## config.mk

```make
export PLATFORM = sky130hd
export DESIGN_NAME = alu_back_flat
export DESIGN_NICKNAME = d
export VERILOG_FILES = /design/src/hdl/alu_pkg.sv /design/src/hdl/alu_if.sv /design/src/hdl/alu_back.sv /design/src/flat_wrapper.sv
export SDC_FILE = /design/constraint.sdc
export NUM_CORES = 1
export LEC_CHECK = 0
export BUFFER_PORTS_ARGS = -buffer_cell sky130_fd_sc_hd__buf_2
export CAP_MARGIN = 5
export CORE_UTILIZATION = 44
export DETAILED_ROUTE_END_ITERATION = 10
export GPL_ROUTABILITY_DRIVEN = 1
export PLACE_DENSITY = 0.83
export SYNTH_ARGS = -nofsm -noshare
export SYNTH_HDL_FRONTEND = slang
export SYNTH_SLANG_ARGS = --single-unit
```

## constraint.sdc

```tcl
create_clock -name clk -period 4.85 [get_ports clk]
set_clock_uncertainty 0.2 [all_clocks]
set_input_delay 0.7275 -clock clk [delete_from_list [all_inputs] [get_ports clk]]
set_output_delay 0.7275 -clock clk [all_outputs]
set_load 0.005 [all_outputs]
```

## src/hdl/alu_pkg.sv

```systemverilog
`timescale 1ns / 1ps
// ----------------------------------------------------------------------------
// alu_pkg
// Shared types and constants of the pipelined 32-bit ALU.
// ----------------------------------------------------------------------------
package alu_pkg;

    localparam int WORD_W     = 32;
    localparam int CMD_W      = 3;
    localparam int DIV_STAGES = WORD_W;

    typedef enum logic [CMD_W-1:0] {
        CMD_AND = 3'b000,
        CMD_OR  = 3'b001,
        CMD_XOR = 3'b010,
        CMD_SHR = 3'b011,
        CMD_SHL = 3'b100,
        CMD_ADD = 3'b101,
        CMD_MUL = 3'b110,
        CMD_DIV = 3'b111
    } alu_cmd_t;

    // word carried down the pipe
    typedef struct packed {
        alu_cmd_t            cmd;
        logic [WORD_W-1:0]   res;    // result of every command but divide
        logic                ovf;
        logic                dbz;    // divide by zero
        logic                neg_q;  // quotient gets negated
        logic [WORD_W-1:0]   rem;    // partial remainder
        logic [WORD_W-1:0]   dvd;    // dividend bits in, quotient bits out
        logic [WORD_W-1:0]   dsr;    // divisor magnitude
    } alu_stage_t;

endpackage

```

## src/hdl/alu_if.sv

```systemverilog


interface alu_rsp_if;
    logic        valid;
    logic        ready;
    logic [31:0] result;
    logic        zero_flag;
    logic        overflow_flag;
    logic        negative_flag;

    modport source (output valid, output result, output zero_flag, output overflow_flag,
                    output negative_flag, input ready);
    modport sink   (input valid, input result, input zero_flag, input overflow_flag,
                    input negative_flag, output ready);
endinterface

```

## src/hdl/alu_back.sv

```systemverilog
`timescale 1ns / 1ps
// ----------------------------------------------------------------------------
// alu_back
// Last stage: quotient sign fix, result select, flags, output register.
// ----------------------------------------------------------------------------
module alu_back (
    input  logic                clk,
    input  logic                rst_n,
    input  logic                valid_in,
    input  alu_pkg::alu_stage_t stage_in,
    output logic                advance,
    alu_rsp_if.source           rsp
);
    import alu_pkg::*;

    logic              valid_reg;
    logic [WORD_W-1:0] result_reg;
    logic              ovf_reg;
    logic [WORD_W-1:0] quot;
    logic [WORD_W-1:0] result_next;

    assign advance = !valid_reg || rsp.ready;

    always_comb
    begin
        if (stage_in.dbz)
        begin
            quot = '1;
        end
        else if (stage_in.neg_q)
        begin
            quot = ~stage_in.dvd + 1'b1;
        end
        else
        begin
            quot = stage_in.dvd;
        end
        result_next = (stage_in.cmd == CMD_DIV) ? quot : stage_in.res;
    end

    always_ff @(posedge clk or negedge rst_n)
    begin
        if (!rst_n)
        begin
            valid_reg <= 1'b0;
        end
        else if (advance)
        begin
            valid_reg <= valid_in;
        end
    end

    always_ff @(posedge clk)
    begin
        if (advance)
        begin
            result_reg <= result_next;
            ovf_reg    <= stage_in.ovf;
        end
    end

    assign rsp.valid         = valid_reg;
    assign rsp.result        = result_reg;
    assign rsp.zero_flag     = (result_reg == '0);
    assign rsp.overflow_flag = ovf_reg;
    assign rsp.negative_flag = result_reg[WORD_W-1];

endmodule

```

## src/flat_wrapper.sv

```systemverilog
// flat-port wrapper written by rule: the top's interface ports become plain ports
module alu_back_flat import alu_pkg::*;
  (clk, rst_n, valid_in, stage_in, advance, rsp_valid, rsp_result, rsp_zero_flag, rsp_overflow_flag, rsp_negative_flag, rsp_ready);
  alu_rsp_if rsp_i ();
  input  logic clk;
  input  logic rst_n;
  input  logic valid_in;
  input  alu_pkg::alu_stage_t stage_in;
  output logic advance;
  output wire logic [$bits(rsp_i.valid)-1:0] rsp_valid;
  output wire logic [$bits(rsp_i.result)-1:0] rsp_result;
  output wire logic [$bits(rsp_i.zero_flag)-1:0] rsp_zero_flag;
  output wire logic [$bits(rsp_i.overflow_flag)-1:0] rsp_overflow_flag;
  output wire logic [$bits(rsp_i.negative_flag)-1:0] rsp_negative_flag;
  input wire logic [$bits(rsp_i.ready)-1:0] rsp_ready;
  assign rsp_valid = rsp_i.valid;
  assign rsp_result = rsp_i.result;
  assign rsp_zero_flag = rsp_i.zero_flag;
  assign rsp_overflow_flag = rsp_i.overflow_flag;
  assign rsp_negative_flag = rsp_i.negative_flag;
  assign rsp_i.ready = rsp_ready;
  alu_back u_core (.clk(clk), .rst_n(rst_n), .valid_in(valid_in), .stage_in(stage_in), .advance(advance), .rsp(rsp_i));
endmodule
```

After elaboration in Yosys (flattened, before gate mapping)
Cells that the tools add are included.

word-level totals
  output and inout port bits = 37
  register bits after elaboration = 34
  logic and storage cells = 12
  bits of input ports = 138

operators by class
  multiplexer cells = 3
  add/sub/neg operators = 1
  reduce and logical (&&, ||, !) cells = 3
  bitwise operators = 1
  equality and inequality tests = 1

operator list
  cell                                            number
  two-way mux 32 bit                              3
  adder 32 x 1 -> 32 bit (second input constant)  1
  zero test 32 bit                                1
  inverter 32 bit                                 1
  equality test 3 bit (second input constant)     1
  zero test 1 bit                                 1
  logical OR 1 bit                                1

Longest topological paths before layout
  depth after elaboration = 5
  depth in mapped cells = 7
  gate-level depth less buffers = 7

Worst setup path after synthesis
No wires, ideal clock.

  kind = input -> output
  from = input port rsp_ready
  to = output port advance
  required time = 3.923 ns
  path buffers = 0
  stages = 1
  setup slack = 2.305 ns
  arrival = 1.618 ns
  cells stage by stage = nand2b_1

between the ends
  cells in the longest elaborated chain, start to end = 1

ends and longest elaborated chain
  what                line                source
  start: declaration  flat_wrapper.sv:15  input wire logic [$bits(rsp_i.ready)-1:0] rsp_ready;
  logical OR 1 bit    alu_back.sv:22      assign advance = !valid_reg || rsp.ready;
  end: declaration    flat_wrapper.sv:9   output logic advance;

No other way between the ends.

Final worst setup path
  from = input port stage_in[133] in the netlist's numbering
  to = register u_core.result_reg[28] (netlist: u_core.rsp.result[28]) (data pin)

between the ends
  cells in the longest elaborated chain, start to end = 2

ends and longest elaborated chain
  what                        line               source
  start: declaration          flat_wrapper.sv:8  input alu_pkg::alu_stage_t stage_in;
  equality test 3 bit         alu_back.sv:38     result_next = (stage_in.cmd == CMD_DIV) ? quot : stage_in.res;
  two-way mux 32 bit          alu_back.sv:38
  via u_core.result_next[28]  alu_back.sv:20     logic [WORD_W-1:0] result_next;
  end signal: assignment      alu_back.sv:57     result_reg <= result_next;
  end: declaration            alu_back.sv:17     logic [WORD_W-1:0] result_reg;

The timed path passes the listed nets, and every way through them passes these cells.
A chain may end at the register's enable or synchronous reset.

==> run metrics <==
Final period util=56.66%; most common cell after layout, fill and taps aside=buf_2; mean post-synth cell area=9.598 um^2; Synth Area in Compound Gates=about 18%; WL met2=3.185 mm; final RePlAce weighted congestion=slightly below 0.9; net switching power=198.6 uW; sw frac=around 28%; RSZ-0062 raised after global routing=no; Nets=roughly 500; vias in the first global route=2,063; EDFF count, synth=33; Post-Synth XOR/XNOR Area=9.886%; largest net degree at the start of global routing=37; Die Ht=74.36 um; WS Path Type=input port to register; main combinational cell family by area after synthesis=simple AND/OR/NAND/NOR gates; Peak VDD IR=0.1013 mV; DR pass1 iterations=4; share of the synthesized area in the top cell type=43.02%; via count=2,263; CP max stage delay=0.96 ns; Rows=25; WL/cell=15.35 um; PD cells=240.8 nW/um^2; Post-Syn Area=2303 um^2; post-route ant nets=0; minimum clock period=2.748 ns; first-pass GRT wire length=9.680 mm; core area=4880 um^2; startpoint types=input port; setup repair bufs after CTS=0; Seq cells post-synth=34; initial antenna violation count=0; WP data required=4.60 ns; CP max FO=28; Max Transition Viols Final=0; post-place setup slack=approximately 1.8 ns; commonest cells after routing, fill and taps aside=buf_2, edfxtp_1, nor2_1, nand2_1, a21oi_1; Distinct cells, synth=41; Synth area leaders=edfxtp_1, xor2_1, nor2_1, a21oi_1, nand2_1; Layout area overhead=29.82%; Worst Tran Pin Value=1.187 ns; sequential share of power=roughly 51%; Die ar.=5529 um^2; IO Count=around 180; combinational share of power=21.5%; post-synth top area cell=edfxtp_1; total internal power=roughly 520 uW; vias per std cell=5.453; gr usage total=23.48%; Fmax=0.3639 GHz; Clock Sinks=34; cell mode on critical path=nand3_1; run status=complete, no violations; share of synthesized registers carrying an async set or reset=2.941%; share of the yosys chip area belonging to registers=44.11%; CTS root buf=clkbuf_8; GRT overflow=0; Hold Fails Final Rpt=0; Final TNS setup=0 ns; Synth Area in Adders=0.5432%; clock share of power=~28%; Post-Syn Nets=between 300 and 400; Detailed Place HPWL=4.857 mm; Iteration-0 DRC Markers=~120; Total Power=720.1 uW; Cells after Synth=between 200 and 250; final WL=6.369 mm; Antenna Cells=0; Pleak=0.001204 uW; # setup viols final=0; final worst slack=2.102 ns; H-tree depth=2; Initial Utilization=a little under half; cells along the critical path=buf_2 -> nand3_1 -> nor2_2 -> nand3_1 -> a21oi_1 -> a311oi_1; Worst EP arrival=2.50 ns; max FFs per register=32; maxcap violations=0; Post-Route M1 WL=2.638 mm; DR WL met3=380 um; Crit. End Element=register; Cells after DPL=406; slew margin rel.=a little over a fifth; uppermost layer routed=met4; worst path bufs/invs=1; TritonCTS clock tree=built; Critical-path top delay cell=nor2_2; DRC violations left=0; Tightest Hold Check Type=input port to register; Num CTS Buffers=5; CTS Buffer Depth=2; Clk Latency, worst-skew pair=0.28 ns; non-filler cells, final=415; Simple-Gate Fraction of Synth Area=23.63%; Die X=74.36 um; Crit path max-delay family=simple AND/OR/NAND/NOR gates; clock slew at reported path FFs=0.07 ns; Most used DFF post-synth=edfxtp_1; # port buffers=110; post-synthesis mux area share=0.8691%; layout cells sized above 1=38.22%; Yosys warning total=0
## layout make-up
| class | count | area, um^2 |
|---|---|---|
| timing repair buffer | 112 | 568.0 |
| clock inverter | 2 | 8.758 |
| tap | 67 | 83.83 |
| inverter | 3 | 11.26 |
| multi-input combinational | 191 | 1230 |
| fill | 451 | 1889 |
| sequential | 34 | 1016 |
| clock buffer | 6 | 72.57 |
## power by group through the flow
| stage | Combinational, uW | Clock (uW) | Sequential (uW) |
|---|---|---|---|
| final | 155 | 200 | 365 |
| after global routing | 172 | 213 | 368 |
| after CTS | 154 | 205 | 365 |
| after detailed placement | 153 | 0 | 372 |
| after global placement | 149 | 0 | 370 |
| after floorplan | 69.4 | 0 | 374 |
## path summary, 6_finish.rpt
check	cells after the start	slack [ns]	startpoint	end
worst max-delay path	6	2.10	stage_in[133]	u_core.rsp.result[28]
worst min-delay path	1	0.42	stage_in[98]	u_core.rsp.overflow_flag
worst max register to register	2	3.38	u_core.rsp.valid	u_core.rsp.result[4]
worst min register to register	3	0.70	u_core.rsp.valid	u_core.rsp.valid
max in group asynchronous	2	3.79	rst_n	u_core.rsp.valid
min in group asynchronous	2	0.58	rst_n	u_core.rsp.valid
## per-layer routing
metal | track usage (%) | vias up
met5 | 0 | -
met4 | 10.27 | 0
met3 | 2.710 | 16
met2 | 39.29 | 88
met1 | 30.81 | 1040
li1 | - | 1119
## per-stage QoR
stage | hold WS (ns) | utilization, % | cell area (um^2)
2_1_floorplan | 0.2319 | - | 2303
3_3_place_gp | 0.3025 | 59.41 | 2899
3_5_place_dp | 0.3033 | 59.41 | 2899
4_1_cts | 0.4171 | 61.28 | 2990
5_1_grt | 0.4245 | 61.28 | 2990
6_report | 0.4202 | 61.28 | 2990
## Yosys cell counts (2+ instances only)
| library cell | count |
|---|---|
| edfxtp_1 | 33 |
| nor2_1 | 31 |
| a21oi_1 | 23 |
| nand2_1 | 23 |
| xor2_1 | 19 |
| nor4_1 | 12 |
| clkbuf_1 | 11 |
| o21ai_0 | 11 |
| o31ai_1 | 11 |
| nand3_1 | 8 |
| xnor2_1 | 7 |
| o41ai_2 | 5 |
| o41ai_1 | 4 |
| inv_1 | 3 |
| or4_1 | 3 |
| a211oi_1 | 2 |
| mux2i_1 | 2 |
| nand2b_1 | 2 |
| nand3b_1 | 2 |
| nand4_1 | 2 |
| nor3_1 | 2 |
| nor3_2 | 2 |
| nor4_2 | 2 |
| or3_1 | 2 |
| or4_4 | 2 |
## worst register-to-register path: stages, from the launching register on
cell	delay, ns
dfrtp_1	0.38
nand2b_1	0.13
buf_4	0.41
## timing repair
item | CTS | global route
hold buffers | 1 | 0
endpoints found under the hold margin | 1 | 0
resized for setup | 0 | 0
## cell families after synthesis
| logic type | Yosys count |
|---|---|
| simple gates | 101 |
| compound gates | 61 |
| flops | 34 |
| xor+xnor | 26 |
| buf+inv | 15 |
| mux | 2 |
| fa+ha+maj | 1 |
No activity file was read; power rests on OpenSTA's default activity.
