**src/hdl/alu_pkg.sv**
```systemverilog
`timescale 1ns / 1ps
// ----------------------------------------------------------------------------
// alu_pkg
// Shared types and constants of the pipelined 32-bit ALU.
// ----------------------------------------------------------------------------
package alu_pkg;

    localparam int WORD_W     = 32;
    localparam int CMD_W      = 3;
    localparam int DIV_STAGES = WORD_W;

    typedef enum logic [CMD_W-1:0] {
        CMD_AND = 3'b000,
        CMD_OR  = 3'b001,
        CMD_XOR = 3'b010,
        CMD_SHR = 3'b011,
        CMD_SHL = 3'b100,
        CMD_ADD = 3'b101,
        CMD_MUL = 3'b110,
        CMD_DIV = 3'b111
    } alu_cmd_t;

    // word carried down the pipe
    typedef struct packed {
        alu_cmd_t            cmd;
        logic [WORD_W-1:0]   res;    // result of every command but divide
        logic                ovf;
        logic                dbz;    // divide by zero
        logic                neg_q;  // quotient gets negated
        logic [WORD_W-1:0]   rem;    // partial remainder
        logic [WORD_W-1:0]   dvd;    // dividend bits in, quotient bits out
        logic [WORD_W-1:0]   dsr;    // divisor magnitude
    } alu_stage_t;

endpackage

```
**src/hdl/alu_div_step.sv**
```systemverilog
`timescale 1ns / 1ps
// ----------------------------------------------------------------------------
// alu_div_step
// One restoring-division step: one quotient bit per stage.
// ----------------------------------------------------------------------------
module alu_div_step (
    input  logic                clk,
    input  logic                rst_n,
    input  logic                advance,
    input  logic                valid_in,
    input  alu_pkg::alu_stage_t stage_in,
    output logic                valid_reg,
    output alu_pkg::alu_stage_t stage_reg
);
    import alu_pkg::*;

    logic [WORD_W:0]   shifted;
    logic [WORD_W:0]   diff;
    logic              fits;
    alu_stage_t        stage_next;

    assign shifted = {stage_in.rem, stage_in.dvd[WORD_W-1]};
    assign diff    = shifted - {1'b0, stage_in.dsr};
    assign fits    = (shifted >= {1'b0, stage_in.dsr});

    always_comb
    begin
        stage_next     = stage_in;
        stage_next.rem = fits ? diff[WORD_W-1:0] : shifted[WORD_W-1:0];
        stage_next.dvd = {stage_in.dvd[WORD_W-2:0], fits};
    end

    always_ff @(posedge clk or negedge rst_n)
    begin
        if (!rst_n)
        begin
            valid_reg <= 1'b0;
        end
        else if (advance)
        begin
            valid_reg <= valid_in;
        end
    end

    always_ff @(posedge clk)
    begin
        if (advance)
        begin
            stage_reg <= stage_next;
        end
    end

endmodule

```
**config.mk**
```make
export PLATFORM = sky130hd
export DESIGN_NAME = alu_div_step
export DESIGN_NICKNAME = d
export VERILOG_FILES = /design/src/hdl/alu_pkg.sv /design/src/hdl/alu_div_step.sv
export SDC_FILE = /design/constraint.sdc
export NUM_CORES = 1
export LEC_CHECK = 0
export BUFFER_PORTS_ARGS = -buffer_cell sky130_fd_sc_hd__buf_2
export CAP_MARGIN = 15
export CORE_UTILIZATION = 30
export DETAILED_ROUTE_END_ITERATION = 10
export PLACE_DENSITY = 0.58
export REMOVE_ABC_BUFFERS = 1
export SYNTH_ARGS = -nofsm -noshare
export SYNTH_HDL_FRONTEND = slang
export SYNTH_SLANG_ARGS = --single-unit
```
**constraint.sdc**
```tcl
create_clock -name clk -period 1.16 [get_ports clk]
set_input_delay 0.232 -clock clk [delete_from_list [all_inputs] [get_ports clk]]
set_output_delay 0.232 -clock clk [all_outputs]
set_load 0.02 [all_outputs]
```
After elaboration in Yosys (flattened, before gate mapping):

Index checks and enable logic that the tools add are counted.

* flip-flop bits (word level): 135
* input port bits: 138

* $add $sub $neg: 1
* $lt $le $gt $ge: 1
* mux-type cells: 1

Operators with widths (number)
* 33-bit by 32-bit >= comparator with 1-bit output: 1
* 32-bit 2-to-1 mux: 1
* 32-bit subtractor: 1

Depth between registers and ports, before layout:

Gate-level depths: netlist of the first run.

* word-level depth: 2
* depth in mapped cells: 13

Worst setup path before layout of the first run:

OpenSTA, ideal clock, no wires.

* path kind: input port to flip-flop
* start point: input stage_in[7] (netlist bit)
* end point: register stage_reg[77] (netlist bit) (data pin)
* arrival: 2746 ps
* required time: 898 ps
* path slack: -1848 ps
* cell stages on the path: 12
* path through: inv_1 ha_1 buf_2 nand4_1 or4_1 a21oi_1 nor3_1 a211oi_2 o21ai_2 o31ai_4 buf_4 mux2_1

RTL lines
* start, declared: line alu_div_step.sv:11 `input alu_pkg::alu_stage_t stage_in,`
* end signal, assigned: line alu_div_step.sv:49 `stage_reg <= stage_next;`
* end, declared: line alu_div_step.sv:13 `output alu_pkg::alu_stage_t stage_reg`

==> results of run 1 <==
==> metal layers <==
layer	up-vias	share of wire	track usage
li1	2791	-	-
met1	2684	0.41	0.214
met2	203	0.52	0.330
met3	16	0.062	0.0525
met4	0	0.011	0.0552
met5	-	0	0
==> stage by stage <==
step                      area, sq um  setup WS [ns]  cells  total power, mW   util
after floorplan                  6180          -2.50    463             7.86      -
after global placement           8720          -2.05   1111             9.37  0.428
after detailed placement         8720          -2.16   1111             9.40  0.428
after CTS                       11200          -1.37   1256             15.6  0.551
after global routing            11800          -1.46   1260             16.5  0.577
final                           11800          -1.34   1261             15.8  0.578
==> timing repair <==
item / 4_1_cts / 5_1_grt
hold buffers: 99 / 1
setup endpoints to repair: 168 / 168
buffers inserted: 11 / 2
cloned: 3 / 2
hold endpoints to repair: 99 / 1
gates resized for setup: 194 / 150
pin swaps: 31 / 10
==> critical path, delay by kind of cell <==
family / cells / cell delay, ns
buffers and inverters: 4 / 0.42
AND/OR/NAND/NOR: 3 / 0.73
adder cells (fa/ha/maj): 1 / 0.25
AO/OA/AOI/OAI: 4 / 0.72
multiplexers: 1 / 0.30
==> kinds of logic (layout without fill, tap and decap cells) <==
| kind of cell | Yosys count | count (layout) | share of synthesized area |
|---|---|---|---|
| AOI/OAI and AO/OA | 119 | 119 | 0.117 |
| xor gates and xnor gates | 27 | 27 | 0.0377 |
| adders and majority gates | 33 | 33 | 0.0671 |
| buffers and inverters | 56 | 565 | 0.0371 |
| DFF | 135 | 135 | 0.646 |
| muxes | 12 | 12 | 0.0214 |
| other | 0 | 1 | 0 |
| and+or+nand+nor | 99 | 99 | 0.0742 |
==> layout by cell type (no fill, tap or decap), types with 5 or more instances in the layout <==
master         Yosys  final
buf_2              8    150
edfxtp_1         134    134
buf_6              0    122
buf_4              3    106
dlygate4sd3_1      0    100
a21oi_1           56     39
nor2_1            35     26
inv_1             38     25
nand2_1           26     25
clkbuf_16          0     19
ha_1              32     17
xnor2_1           15     15
ha_4               0     15
a21oi_2            0     14
o21ai_0           16     13
a21o_1            12     12
xor2_1            12     12
mux2_4             0     10
inv_2              0      9
nand3_1            8      8
nand4_1            8      8
nor2_2             0      8
buf_8              0      8
o21a_1             6      6
inv_6              0      6
buf_12             0      5
==> layout make-up <==
type	count	area (sq um)	area share
Multi-Input combinational cell	290	2410	0.205
Antenna cell	1	2.50	0.000213
Tap cell	270	338	0.0287
Clock inverter	14	131	0.0112
Sequential cell	135	4050	0.344
Inverter	38	153	0.0130
Clock buffer	18	429	0.0365
Timing Repair Buffer	495	4250	0.361
==> power by group through the flow <==
stage	clock [mW]	combinational, mW	sequential [mW]
floorplan	0	1.05	6.81
global placement	0	3.22	6.16
detailed placement	0	3.24	6.16
CTS	5.33	4.14	6.10
global route	5.50	4.79	6.20
finish	5.19	4.48	6.16
==> worst max path at each step <==
stage / start / end / slack, ns / cells past startpoint
3_3_place_gp: stage_in[63] / stage_reg[94] / -2.05 / 13
4_1_cts: stage_in[63] / stage_reg[94] / -1.37 / 13
6_report: stage_in[14] / stage_reg[87] / -1.34 / 13
3_5_place_dp: stage_in[63] / stage_reg[94] / -2.16 / 13
5_1_grt: stage_in[6] / stage_reg[95] / -1.46 / 15
2_1_floorplan: stage_in[7] / stage_reg[67] / -2.50 / 10
==> results.md, run 1 <==
* Core Area at 0.0204 sq mm
* Chip Height at 147 microns
* PnR worst setup slack at -1.34 ns
* Synth top cells by count: edfxtp_1 (134), a21oi_1 (56), inv_1 (38)
* Sw Share at 0.295
* First-pass GRT wire length at around 30000 microns
* Crit path max fanout at 7
* Slew headroom at 0.758
* Outcome: complete, but fails checks
* Peak Freq at about 0.4 GHz
* Gp weighted congestion at about 0.86
* Final HPWL DP at 14100 microns
* ANT nets after route at 0
* # fillers at 1633
* Leak pwr at 5.12 nW
* Global route overflow at 0
* Nets@finish at between 1k and 1.5k
* Initial DRC count at 207
* WHS Endpoint: stage_reg[19]
* Net Switching at around 4.7 mW
* Core Rows at 52
* Critical path's most frequent cell: buf_8
* Pre-Repair DR Iteration Count at 4
* Hold wc startpoint: stage_in[19]
* Yosys cell types at 49
* Later-pin clock latency in the skew report at 0.42 ns
* TritonCTS buffer count at 17
* Worst Path Arrival at roughly 2.7 ns
* Unrepaired setup endpoints after global routing: yes
* Failing checks: setup timing
* Skew final at 0 ns
* Area Growth Syn to Fin at 87.6%
* Drt wl/cell at between 15 and 20 microns
* Count of pins over their slew limit at 0
* Initial antenna violation count at 1
* Ys flop type: edfxtp_1
* H-Tree Level Count at 4
* Critical path's slowest cell: or4_4
* Area leader, netlist: edfxtp_1
* CTS tree: built
* Setup CP Type: in -> reg
* EDFF count, synth at 134
* Vias at 5694
* Die ar. at about 0.021 sq mm
* Req. time, crit path at 1.34 ns
* CP Launch Type: primary input
* R2R Path Start: valid_reg
* Worst Hold Depth at 1
* Worst vdd ir at a little under 1 mV
* Total GRT Usage at 0.185
* Initial core utilization at 0.308
* CTS root buf: clkbuf_16
* CTS Buffer Depth at 2
* Clock sinks at between 100 and 150
* Routed WL at between 20000 and 25000 microns
* DRC errors left at 0
* Ranking of synthesized cells by area: edfxtp_1 (64%), ha_1 (6.4%), a21oi_1 (4.5%)
* Synth Warn # at 0
* IO buf count at roughly 270
* Worst Max-Slew Pin Slew at 0.359 ns
* RR Endpoint: valid_reg
* Vias in the first global route at roughly 6k
* R2R setup slack at 0.40 ns
* Clk pwr share at 0.328
* Pwr/cell area at ~1300 mW/mm^2
* Die width at approximately 150 microns
* Pint at 11.2 mW
* Worst-path clk slew at ~0.07 ns
* Worst setup EP type: flop
* Largest register FFs at 134
* Final hold slack at roughly 0.034 ns
* Post-Syn Instances at 481
* Final min period at around 2.5 ns
* Share of post-route cells with drive strength above 1 at 0.513
* Worst path max stage delay at between 0.5 and 0.6 ns
* Ratio of final minimum period to clock period at 2.15
* Largest net degree at the start of global routing at 43
* Syn Area/Cell at about 13 sq um
* I/O pins at between 200 and 300
* Sequential share of the synthesized area at 0.646
* Min-delay worst type: in -> reg
* Post-synthesis register bit count at between 100 and 150
* Share of power burned in registers at 0.389
* Final Hold Vio Count at 0
* Async SR Flop Fraction at 0.00741
* Reg2reg path depth at 1
* Yosys top cell area share at 0.642
* Syn Std Cell Area at 0.00627 sq mm
* Setup tns final at -44.55 ns
* Final setup violation count at 159
* Most numerous cell in the Yosys netlist: edfxtp_1
* Gate power share at 0.283
* Via density at roughly 4.5
* Max_cap viols at 0
* Worst path cell trace: buf_8 -> inv_4 -> ha_4 -> nand4_1 -> or4_4 -> a21oi_2 -> nor3_2 -> a211oi_2 -> o21ai_2 -> o31ai_4 -> buf_6 -> buf_8 -> mux2_4
No activity file was read; power rests on OpenSTA's default activity.
==> run 2, diff against run 1 <==
--- a/config.mk
+++ b/config.mk
@@ -5,7 +5,7 @@
 export SDC_FILE = /design/constraint.sdc
 export NUM_CORES = 1
 export LEC_CHECK = 0
-export BUFFER_PORTS_ARGS = -buffer_cell sky130_fd_sc_hd__buf_2
+export BUFFER_PORTS_ARGS = -buffer_cell sky130_fd_sc_hd__buf_4
 export CAP_MARGIN = 15
 export CORE_UTILIZATION = 30
 export DETAILED_ROUTE_END_ITERATION = 10
==> results.md, run 2 (synthesized netlist as in run 1, its figures left out) <==
* Outcome: complete, but fails checks
* Failing checks: setup timing
* Vias at ~5.8k
* Setup tns final at -48.68 ns
* Die width at ~150 microns
* Pre-Repair DR Iteration Count at 4
* Initial core utilization at 0.308
* Diode count at 0
* Worst Max-Slew Pin Slew at about 0.45 ns
* CTS root buf: clkbuf_16
* Total power at between 15 and 20 mW
* Final Non-Filler Cells at approximately 1.3k
* Max_cap viols at 0
* CTS tree: built
* Core Rows at 52
* Crit path max fanout at 8
* Fin util at 0.598
* Placed instance count at roughly 1.1k
* Final setup violation count at approximately 150
* Final min period at roughly 2.6 ns
* Vias in the first global route at 6137
* Final Hold Vio Count at 0
* CP Launch Type: primary input
* Worst path cell trace: buf_4 -> ha_4 -> nand4_1 -> or4_4 -> a21oi_4 -> nor3_4 -> a211oi_2 -> o21ai_2 -> o31ai_4 -> buf_6 -> buf_12 -> mux2_4
* Critical Path Start: stage_in[70]
* IO buf count at 272
* R2R setup slack at ~0.40 ns
* Worst setup EP type: flop
* Largest net degree at the start of global routing at 44
* Core Area at just over 0.02 sq mm
* Worst vdd ir at about 0.96 mV
* Total GRT Usage at 0.195
* Global route overflow at 0
* Worst path max stage delay at around 0.58 ns
* Initial antenna violation count at 0
* Peak Freq at approximately 0.38 GHz
* Largest register FFs at approximately 130
* Count of pins over their slew limit at 0
* Area Growth Syn to Fin at 94.2%
* Share of post-route cells with drive strength above 1 at 0.503
* CTS Buffer Depth at 2
* Req. time, crit path at 1.32 ns
* DRC errors left at 0
* Clock sinks at around 140
* Pwr/cell area at about 1400 mW/mm^2
* Nets@finish at between 1k and 1.5k
* Skew final at 0 ns
* Gp weighted congestion at approximately 0.86
* Setup CP Type: in -> reg
* Hold wc startpoint: stage_in[13]
* Unrepaired setup endpoints after global routing: yes
* Later-pin clock latency in the skew report at 0.41 ns
* Ratio of final minimum period to clock period at 2.27
* I/O pins at 273
* First-pass GRT wire length at between 30000 and 40000 microns
* Via density at ~4.6
* # fillers at around 1.6k
* Slew headroom at 0.697
* WHS Endpoint: stage_reg[13]
* Worst-path clk slew at approximately 0.060 ns
* Leak pwr at about 5.3 nW
* Min-delay worst type: in -> reg
* Commonest non-fill, non-tap cells in the layout: buf_4 (229), buf_6 (150), edfxtp_1 (134)
* R2R Path Start: valid_reg
* Worst Hold Depth at 1
* H-Tree Level Count at 4
* Critical path's slowest cell: or4_4
* Routed WL at 21000 microns
* Final HPWL DP at 14700 microns
* Chip Height at 147 microns
* TritonCTS buffer count at 17
* Worst Path Arrival at about 2.8 ns
* RR Endpoint: valid_reg
* Initial DRC count at 160
* ANT nets after route at 0
* Reg2reg path depth at 1
* Die ar. at 0.0215 sq mm
* PnR worst setup slack at -1.48 ns
* Drt wl/cell at about 17 microns
* Commonest non-fill, non-tap cell in the layout: buf_4
## run 2: area by class of cell
class	instances	area [sq um]	share of cell area
Timing Repair Buffer	494	4700	0.386
Inverter	38	155	0.0127
Sequential cell	135	4050	0.333
Tap cell	270	338	0.0277
Clock buffer	18	429	0.0352
Clock inverter	14	188	0.0154
Multi-Input combinational cell	290	2310	0.190
## run 2: through the flow
stage               setup slack, ns  hold slack [ns]  instance area, sq um
global placement              -1.98          0.00867                  9400
global route                  -1.56          0.00672                 12200
floorplan                     -2.50          -0.0636                  6180
CTS                           -1.47          0.00241                 11900
finish                        -1.48           0.0269                 12200
detailed placement            -2.06          0.00953                  9400
## run 2: how the worst max path moves through the flow
stage                               end  slack [ns]  cells past startpoint
final                     stage_reg[87]       -1.48                     12
after global routing      stage_reg[87]       -1.56                     13
after CTS                 stage_reg[94]       -1.47                     12
after detailed placement  stage_reg[94]       -2.06                     12
after global placement    stage_reg[94]       -1.98                     12
after floorplan           stage_reg[67]       -2.50                     10
## run 2: worst max-delay path, delay by kind of cell
kind	cells	cell delay, ns
AND/OR/NAND/NOR	3	0.78
adder cells (fa/ha/maj)	1	0.26
multiplexers	1	0.30
AO/OA/AOI/OAI	4	0.82
buffers and inverters	3	0.40
## run 2: where the power goes
group | total (mW) | internal (mW) | switching (mW)
logic | 4.68 | 2.55 | 2.13
clock network | 5.65 | 3.45 | 2.20
registers | 6.20 | 5.96 | 0.241
## run 2: routing by layer
metal,up-vias,track usage,part of all wire
met5,-,0,0
met4,0,0.0620,0.017
met3,23,0.0459,0.056
met2,199,0.358,0.53
met1,2746,0.222,0.39
li1,2785,-,-
## run 2: what timing repair did
item                                    CTS  global route
resized for setup                       195            55
setup buffers                             6            11
cloned                                    4             0
endpoints found under the hold margin    97             2
pin swaps                                 2            13
endpoints found under the setup margin  168           168
hold buffers                             97             2
==> run 3, diff against run 2 <==
--- a/config.mk
+++ b/config.mk
@@ -11,6 +11,7 @@
 export DETAILED_ROUTE_END_ITERATION = 10
 export PLACE_DENSITY = 0.58
 export REMOVE_ABC_BUFFERS = 1
+export SETUP_SLACK_MARGIN = 0.1
 export SYNTH_ARGS = -nofsm -noshare
 export SYNTH_HDL_FRONTEND = slang
 export SYNTH_SLANG_ARGS = --single-unit
==> results.md, run 3 (synthesized netlist as in run 1, its figures left out) <==
* Core Rows at between 50 and 60
* Die ar. at ~0.021 sq mm
* ANT nets after route at 0
* Pre-CTS WS at -2.06 ns
* CP Launch Type: primary input
* CTS Buffer Depth at 2
* Setup CP Type: in -> reg
* Ratio of final minimum period to clock period at 2.29
* Final Non-Filler Cells at between 1k and 1.5k
* Peak Freq at between 0.3 and 0.4 GHz
* CTS root buf: clkbuf_16
* Unrepaired setup endpoints after global routing: yes
* Drt wl/cell at between 15 and 20 microns
* Count of pins over their slew limit at 0
* Reg2reg path depth at 1
* Worst-path clk slew at ~0.060 ns
* Initial antenna violation count at 0
* Skew final at 0 ns
* PnR worst setup slack at -1.50 ns
* Global route overflow at 0
* Multi-input gate area at 0.00233 sq mm
* Leak pwr at roughly 5.3 nW
* Hold wc startpoint: stage_in[13]
* Share of post-route cells with drive strength above 1 at 0.506
* Fin util at 0.600
* Die width at ~150 microns
* DRC errors left at 0
* Pwr/cell area at about 1400 mW/mm^2
* Via density at around 4.6
* Initial core utilization at 0.308
* RR Endpoint: valid_reg
* Worst Hold Depth at 1
* Largest register FFs at 134
* Final setup violation count at between 100 and 150
* # fillers at about 1.6k
* Worst vdd ir at between 0.9 and 1 mV
* Worst Max-Slew Pin Slew at 0.450 ns
* Failing checks: setup timing
* Commonest non-fill, non-tap cells in the layout: buf_4 (229), buf_6 (150), edfxtp_1 (134)
* Placed instance count at around 1.1k
* First-pass GRT wire length at 32400 microns
* Chip Height at ~150 microns
* R2R Path Start: valid_reg
* Nets@finish at 1147
* Max_cap viols at 0
* Vias at ~5.8k
* Crit path max fanout at 7
* Final Hold Vio Count at 0
* Area Growth Syn to Fin at 94.8%
* Vias in the first global route at between 6k and 7k
* Core Area at between 0.02 and 0.025 sq mm
* TritonCTS buffer count at 17
* IO buf count at 272
* Worst setup EP type: flop
* Reg area at approximately 0.004 sq mm
* Final HPWL DP at 14700 microns
* Routed WL at 20900 microns
* Diode count at 0
* Clock sinks at approximately 140
* H-Tree Level Count at 4
* Min-delay worst type: in -> reg
* Slew headroom at 0.697
* Final min period at around 2.7 ns
* I/O pins at 273
* Gp weighted congestion at approximately 0.86
* Req. time, crit path at roughly 1.3 ns
* Commonest non-fill, non-tap cell in the layout: buf_4
* Worst Path Arrival at 2.82 ns
* CTS tree: built
* Final hold slack at between 0.02 and 0.03 ns
* Initial DRC count at between 100 and 150
* Later-pin clock latency in the skew report at approximately 0.41 ns
* R2R setup slack at roughly 0.4 ns
* WHS Endpoint: stage_reg[13]
* Pre-Repair DR Iteration Count at 4
* Total GRT Usage at 0.195
* Outcome: complete, but fails checks
* Largest net degree at the start of global routing at 44
-- run 3: cell counts in the layout (fill, tap and decap cells not counted) --
Identical to the previous run, type by type.
-- run 3: where the power goes --
part / switching (mW) / internal [mW] / leakage (nW) / total (mW)
Clock: 2.20 / 3.45 / 0.299 / 5.65
Combinational: 2.13 / 2.56 / 3.68 / 4.70
Sequential: 0.240 / 5.96 / 1.32 / 6.20
-- run 3: repair_timing --
item / 4_1_cts / 5_1_grt
setup buffers: 6 / 8
pin swaps: 2 / 13
hold buffers: 97 / 2
resized for setup: 195 / 62
setup endpoints to repair: 168 / 168
cloned: 4 / 0
hold endpoints to repair: 97 / 2
-- run 3: worst max path at each step --
stage	endpoint	start	cells after the start
2_1_floorplan	stage_reg[67]	stage_in[7]	10
3_5_place_dp	stage_reg[94]	stage_in[0]	12
4_1_cts	stage_reg[94]	stage_in[78]	12
5_1_grt	stage_reg[82]	stage_in[18]	16
6_report	stage_reg[71]	stage_in[70]	12
3_3_place_gp	stage_reg[94]	stage_in[0]	12
-- run 3: worst max-delay path: stages --
cell      delay [ns]
buf_4           0.12
ha_4            0.26
nand4_1         0.13
or4_4           0.58
a21oi_4         0.15
nor3_4          0.07
a211oi_2        0.27
o21ai_2         0.12
o31ai_4         0.29
buf_6           0.16
buf_12          0.13
mux2_4          0.31
-- run 3: area by class of cell --
type                       instances  area share
inverter                          38      0.0127
timing repair buffer             494       0.386
clock inverter                    14      0.0154
sequential                       135       0.332
tap                              270      0.0277
clock buffer                      18      0.0351
multi-input combinational        290       0.191
-- run 3: through the flow --
| step | instance area, sq um | setup TNS [ns] | total power [mW] |
|---|---|---|---|
| after floorplan | 6180 | -76.60 | 7.86 |
| after global placement | 9400 | -60.61 | 9.81 |
| after detailed placement | 9400 | -62.42 | 9.84 |
| after CTS | 11900 | -50.31 | 16.5 |
| after global routing | 12200 | -57.45 | 17.2 |
| final | 12200 | -48.86 | 16.5 |
-- run 3: per-layer routing --
metal / track usage / part of all wire
met1: 0.222 / 0.40
met4: 0.0620 / 0.017
met3: 0.0459 / 0.054
met5: 0 / 0
met2: 0.358 / 0.53
